## config.mk

```make
export PLATFORM = sky130hd
export DESIGN_NAME = dtps_ctrl
export DESIGN_NICKNAME = d
export VERILOG_FILES = /design/src/sv/dtps_pkg.sv /design/src/sv/dtps_ctrl.sv
export SDC_FILE = /design/constraint.sdc
export NUM_CORES = 1
export LEC_CHECK = 0
export BUFFER_PORTS_ARGS = -buffer_cell sky130_fd_sc_hd__buf_2
export CAP_MARGIN = 20
export CORE_AREA = 2 2 39 41
export CTS_BUF_LIST = sky130_fd_sc_hd__clkbuf_4
export CTS_CLUSTER_DIAMETER = 30
export DETAILED_ROUTE_END_ITERATION = 16
export DIE_AREA = 0 0 41 43
export PLACE_DENSITY = 0.57
export SYNTH_ARGS = -nofsm -noshare
export SYNTH_HDL_FRONTEND = slang
export SYNTH_SLANG_ARGS = --single-unit
```

## constraint.sdc

```tcl
create_clock -name clk -period 1.09 [get_ports clk]
set_input_delay 0.218 -clock clk [delete_from_list [all_inputs] [get_ports clk]]
set_output_delay 0.218 -clock clk [all_outputs]
set_load 0.01 [all_outputs]
```

## src/sv/dtps_pkg.sv

```systemverilog
// Shared types and constants for the depth-tested pixel store.
// No dependencies.
`timescale 1ns / 1ps

package dtps_pkg;

    // Fixed field widths
    localparam int OP_W      = 2;
    localparam int POS_W     = 8;
    localparam int DEPTH_W   = 24;
    localparam int COLOR_W   = 32;
    localparam int CFG_W     = 9;
    localparam int CFG_IDX_W = 1;

    // Operation codes
    localparam logic [OP_W-1:0] OP_PLOT  = 2'd0;
    localparam logic [OP_W-1:0] OP_CLEAR = 2'd1;
    localparam logic [OP_W-1:0] OP_READ  = 2'd2;

    // Register indexes
    localparam logic [CFG_IDX_W-1:0] REG_WIDTH  = 1'b0;
    localparam logic [CFG_IDX_W-1:0] REG_HEIGHT = 1'b1;

    localparam logic [COLOR_W-1:0] COLOR_WHITE = 32'hFFFF_FFFF;

    // Controller to datapath
    typedef struct packed {
        logic accept;   // input beat taken, latch item and read store
        logic commit;   // finish a plot/read, write back and load result
        logic walk;     // clear one store entry
        logic finish;   // load the clear-done result
    } dtps_cmd_t;

    // Datapath to controller
    typedef struct packed {
        logic walk_last; // walk pointer sits on the final entry
    } dtps_sts_t;

endpackage

```

## src/sv/dtps_ctrl.sv

```systemverilog
// Controller for the depth-tested pixel store: sequencing and output valid.
// Depends on dtps_pkg.
`timescale 1ns / 1ps

module dtps_ctrl (
    input  logic                    clk,
    input  logic                    rst_n,
    input  logic                    in_valid,
    output logic                    in_ready,
    input  logic [dtps_pkg::OP_W-1:0] op,
    output logic                    out_valid,
    input  logic                    out_ready,
    output dtps_pkg::dtps_cmd_t     cmd,
    input  dtps_pkg::dtps_sts_t     sts
);
    import dtps_pkg::*;

    localparam logic [2:0] ST_INIT = 3'd0;
    localparam logic [2:0] ST_IDLE = 3'd1;
    localparam logic [2:0] ST_LOOK = 3'd2;
    localparam logic [2:0] ST_WALK = 3'd3;
    localparam logic [2:0] ST_FIN  = 3'd4;

    logic [2:0] state_reg;
    logic [2:0] state_next;
    logic       out_valid_reg;
    logic       out_valid_next;
    logic       slot_free;

    // Output slot can take a result this cycle
    assign slot_free = !out_valid_reg || out_ready;

    assign in_ready   = (state_reg == ST_IDLE);
    assign cmd.accept = in_valid && (state_reg == ST_IDLE);
    assign cmd.walk   = (state_reg == ST_INIT) || (state_reg == ST_WALK);
    assign cmd.commit = (state_reg == ST_LOOK) && slot_free;
    assign cmd.finish = (state_reg == ST_FIN) && slot_free;
    assign out_valid  = out_valid_reg;

    // Next state
    always_comb
    begin
        state_next = state_reg;
        unique case (state_reg)
            ST_INIT:
            begin
                if (sts.walk_last)
                    state_next = ST_IDLE;
            end
            ST_IDLE:
            begin
                if (in_valid)
                    state_next = (op == OP_CLEAR) ? ST_WALK : ST_LOOK;
            end
            ST_LOOK:
            begin
                if (slot_free)
                    state_next = ST_IDLE;
            end
            ST_WALK:
            begin
                if (sts.walk_last)
                    state_next = ST_FIN;
            end
            ST_FIN:
            begin
                if (slot_free)
                    state_next = ST_IDLE;
            end
            default:
            begin
                state_next = ST_INIT;
            end
        endcase
    end

    // Result slot occupancy
    always_comb
    begin
        if (cmd.commit || cmd.finish)
            out_valid_next = 1'b1;
        else if (out_ready)
            out_valid_next = 1'b0;
        else
            out_valid_next = out_valid_reg;
    end

    always_ff @(posedge clk or negedge rst_n)
    begin
        if (!rst_n)
        begin
            state_reg     <= ST_INIT;
            out_valid_reg <= 1'b0;
        end
        else
        begin
            state_reg     <= state_next;
            out_valid_reg <= out_valid_next;
        end
    end

endmodule

```

### After elaboration in Yosys (flattened, before gate mapping)

Cells that the tools add are included.

| word-level totals | value |
|---|---|
| flip-flop bits (word level) | 4 |
| bits of input ports | 7 |
| output and inout port bits | 6 |
| logic and storage cells | 30 |

| cells by class | value |
|---|---|
| equality and inequality tests | 9 |
| multiplexer cells | 8 |
| reductions and logical operators | 11 |

Operators by type and width:

| operator | number |
|---|---|
| $mux 3 | 4 |
| $pmux 3 s4 | 1 |
| $eq 3x2->1 const B | 2 |
| $ne 2x2->1 const B | 3 |
| $reduce_and 4->1 | 1 |
| $eq 3x1->1 const B | 1 |
| $eq 3x3->1 const B | 1 |
| $logic_and 1x1->1 | 3 |
| $logic_not 3->1 | 1 |
| $logic_or 1x1->1 | 3 |
| $mux 1 | 3 |
| $eq 2x1->1 const B | 1 |
| $ne 2x1->1 const B | 1 |
| $reduce_bool 2->1 | 1 |
| $reduce_or 2->1 | 1 |
| $logic_not 1->1 | 1 |

### Depth between registers and ports, before layout

| depth | value |
|---|---|
| depth in word-level cells | 5 |
| gate-level depth with buffers | 5 |
| gate-level depth less buffers | 4 |

### Worst setup path after synthesis

No wires, ideal clock.

| timing | value |
|---|---|
| kind | register to output |
| start | register state_reg[0] |
| end | output cmd[3] (netlist bit) |
| arrival | 1.016 ns |
| required time | 0.872 ns |
| path slack | -0.144 ns |
| cell stages (with the launch flop) | 5 |
| buffers on the path | 1 |
| cells stage by stage | dfrtp_1 > buf_6 > nor2b_4 > and2b_2 > and2_1 |

RTL lines:

| item | line | text |
|---|---|---|
| start: declaration | dtps_ctrl.sv:24 | `logic [2:0] state_reg;` |
| start signal: assignment | dtps_ctrl.sv:97 | `state_reg <= state_next;` |
| end: declaration | dtps_ctrl.sv:13 | `output dtps_pkg::dtps_cmd_t cmd,` |

==> summary.md <==
| Metric | Value |
|---|---|
| Sequential Area | `102.6 um2` |
| Fmax achieved | `703.8 MHz` |
| Final Hold Viols | `0` |
| Period minus WS final | `1.421 ns` |
| Switching share of power | `37.36%` |
| Req. time, crit path | `0.87 ns` |
| WL/cell | `12.87 um` |
| Reg-to-reg endpoint | `state_reg[0]$_DFFE_PN0P_` |
| # DRC | `0` |
| Synth top area cells | `dfrtp_1, nor2_1, a221oi_2` |
| Max FO, Critical Path | `5` |
| Root buffer cell | `clkbuf_4` |
| Commonest non-fill, non-tap cell in the layout | `buf_4` |
| Iter 0 DRT Violations | `5` |
| R2r setup slk | `-0.20 ns` |
| Commonest cells after routing, fill and taps aside | `buf_4, buf_2, nor2_1, clkbuf_4, buf_6` |
| Worst r2r path cells | `5` |
| CTS tree | `built` |
| Syn nets | `41` |
| Total GRT Usage | `13.28%` |
| Status | `finished, violations left` |
| Clock latency on the worst-skew pair | `0.23 ns` |
| Kind of end point of the critical path | `output pin` |
| Global route overflow | `0` |
| EDFF count, synth | `0` |
| Sequential fraction of the synthesis area | `32.39%` |
| Max-cap violations | `0` |
| Area leader, netlist | `dfrtp_1` |
| Reg power frac | `18.5%` |
| Max Slew Vio Count | `0` |
| Power per Cell Area | `2762 nW/um2` |
| Most used DFF post-synth | `dfrtp_1` |
| Synthesized cell area | `309.0 um2` |
| Layout cells sized above 1 | `70.97%` |
| Pleak | `0.2677 nW` |
| Worst Tran Pin Value | `0.2265 ns` |
| Worst Clk Skew | `0.005540 ns` |
| Final setup viols | `7` |
| Syn-to-layout area delta | `84.62%` |
| Comb pwr share | `69.9%` |
| Cts bufs inserted | `3` |
| First-pass GRT wire length | `1469 um` |
| Worst Setup Start Kind | `register` |
| Hold endpoint | `state_reg[0]$_DFFE_PN0P_` |
| Clock sink total | `4` |
| CTS H-tree depth | `1` |
| Yosys reg bits | `4` |
| Reg clk slew, reported paths | `0.04 ns` |
| GP Congestion | `0.7227` |
| Placed Instances | `69` |
| Peak supply drop | `0.6722 mV` |
| Die W | `41 um` |
| Hold Path Depth | `2` |
| Core area | `1384 um2` |
| Initial antenna violation count | `0` |
| Vias in the first global route | `357` |
| Vias | `350` |
| Setup slack after layout | `-0.3309 ns` |
| DP HPWL | `672.6 um` |
| Final nets | `71` |
| RSZ-0062 raised after global routing | `true` |
| Net Sw Power | `0.5889 mW` |
| IO Count | `13` |
| WHS | `0.2762 ns` |
| Row Count | `14` |
| Worst Hold Class | `in -> reg` |
| Largest net degree at the start of global routing | `8` |
| Fin util | `41.23%` |
| DRT antenna net count | `0` |
| Total chip power | `1.576 mW` |
| Fin crit share | `130.4%` |
| Yosys top cell area share | `32.39%` |
| Hold path start | `in_valid` |
| Yosys warns | `0` |
| Non-filler instance count after layout | `78` |
| Synthesized instance count | `34` |
| Worst EP arrival | `1.20 ns` |
| Syn Area/Cell | `9.090 um2` |
| Clock share of power | `11.6%` |
| Drt first pass iters | `2` |
| Crit path kind | `reg -> out` |
| Vias per cell | `4.487` |
| Max FFs per register | `3` |
| Reg2reg start | `state_reg[1]$_DFFE_PN0P_` |
| Max_slew headroom | `84.83%` |
| Fillers | `146` |
| Area of the multi-input gates | `225.2 um2` |
| Ant. Diodes | `0` |
| Die Y | `43 um` |
| Clock buffer depth | `2` |
| Post-synth ARST share | `100.0%` |
| Internal power | `0.9872 mW` |
| Library cells used by synthesis | `23` |
| Starting Density | `22.33%` |
| DRT Wirelength | `1004 um` |
| Failing checks | `setup timing` |
| IO Port Bufs | `12` |
| Die ar. | `1763 um2` |
==> area by class of cell <==
cell class              instances  share of cell area, %
multi-input cells              26                  39.47
repair buffers                 28                  34.43
flip-flops and latches          4                  17.98
clock buffers                   3                  3.947
well taps                      16                  3.509
inverters                       1                 0.6579
==> critical path, cell delays in order, from the launching register on <==
cell and delay [ns]:
dfrtp_2 0.44, nor2b_4 0.14, and2b_2 0.16, and2_4 0.13, buf_6 0.09
==> repair_timing <==
action	in CTS	in global routing
gates resized for setup	9	5
hold buffers	1	0
setup endpoints to repair	6	8
setup buffers	6	0
hold endpoints to repair	4	0
pin swaps	4	3
==> worst max-delay path by stage <==
| stage | cells past startpoint | startpoint | slack (ns) | to |
|---|---|---|---|---|
| after global placement | 5 | out_valid$_DFFE_PN0P_ | -0.16 | state_reg[0]$_DFFE_PN0P_ |
| after floorplan | 4 | state_reg[0]$_DFFE_PN0P_ | -0.11 | cmd[3] |
| after CTS | 4 | state_reg[1]$_DFFE_PN0P_ | -0.33 | cmd[3] |
| after global routing | 4 | state_reg[1]$_DFFE_PN0P_ | -0.38 | cmd[3] |
| after detailed placement | 3 | state_reg[2]$_DFFE_PN0P_ | -0.13 | cmd[3] |
| final | 4 | state_reg[1]$_DFFE_PN0P_ | -0.33 | cmd[3] |
==> power by group through the flow <==
stage	Clock (mW)	Combinational, mW	Sequential (mW)
6_report	0.183	1.10	0.292
5_1_grt	0.206	1.18	0.299
4_1_cts	0.188	1.03	0.285
3_5_place_dp	0	0.841	0.280
3_3_place_gp	0	0.832	0.273
2_1_floorplan	0	0.563	0.236
==> cell usage after synthesis (all sizes together) (2+ instances only) <==
library cell and count:
buf 3, dfrtp 4, nand2 2, nand2b 2, nor2 5, nor2b 3, o21ai 2
==> stage by stage <==
step / setup TNS (ns) / cell area [um2] / setup WS [ns]
after floorplan: -0.2357 / 321.6 / -0.1072
after global placement: -0.5656 / 449.2 / -0.1641
after detailed placement: -0.5855 / 449.2 / -0.1294
after CTS: -1.654 / 549.3 / -0.3339
after global routing: -2.047 / 570.5 / -0.3755
final: -1.674 / 570.5 / -0.3309
==> layer usage <==
layer	vias up	part of all wire, %	global-route usage [%]	wire length [um]
met3	2	4.4	3.141	44
met2	12	54	20.00	539
li1	174	-	-	-
met1	162	40	14.24	399
met4	0	2.1	12.00	21
met5	-	0	0	0
==> cells by family after synthesis <==
kind of cell / count (synthesis) / share of synthesized area, %
compound gates: 7 / 19.43
buf+inv: 4 / 8.905
mux: 1 / 3.239
simple gates: 17 / 33.20
xor+xnor: 1 / 2.835
flops: 4 / 32.39
No activity file was read; power rests on OpenSTA's default activity.
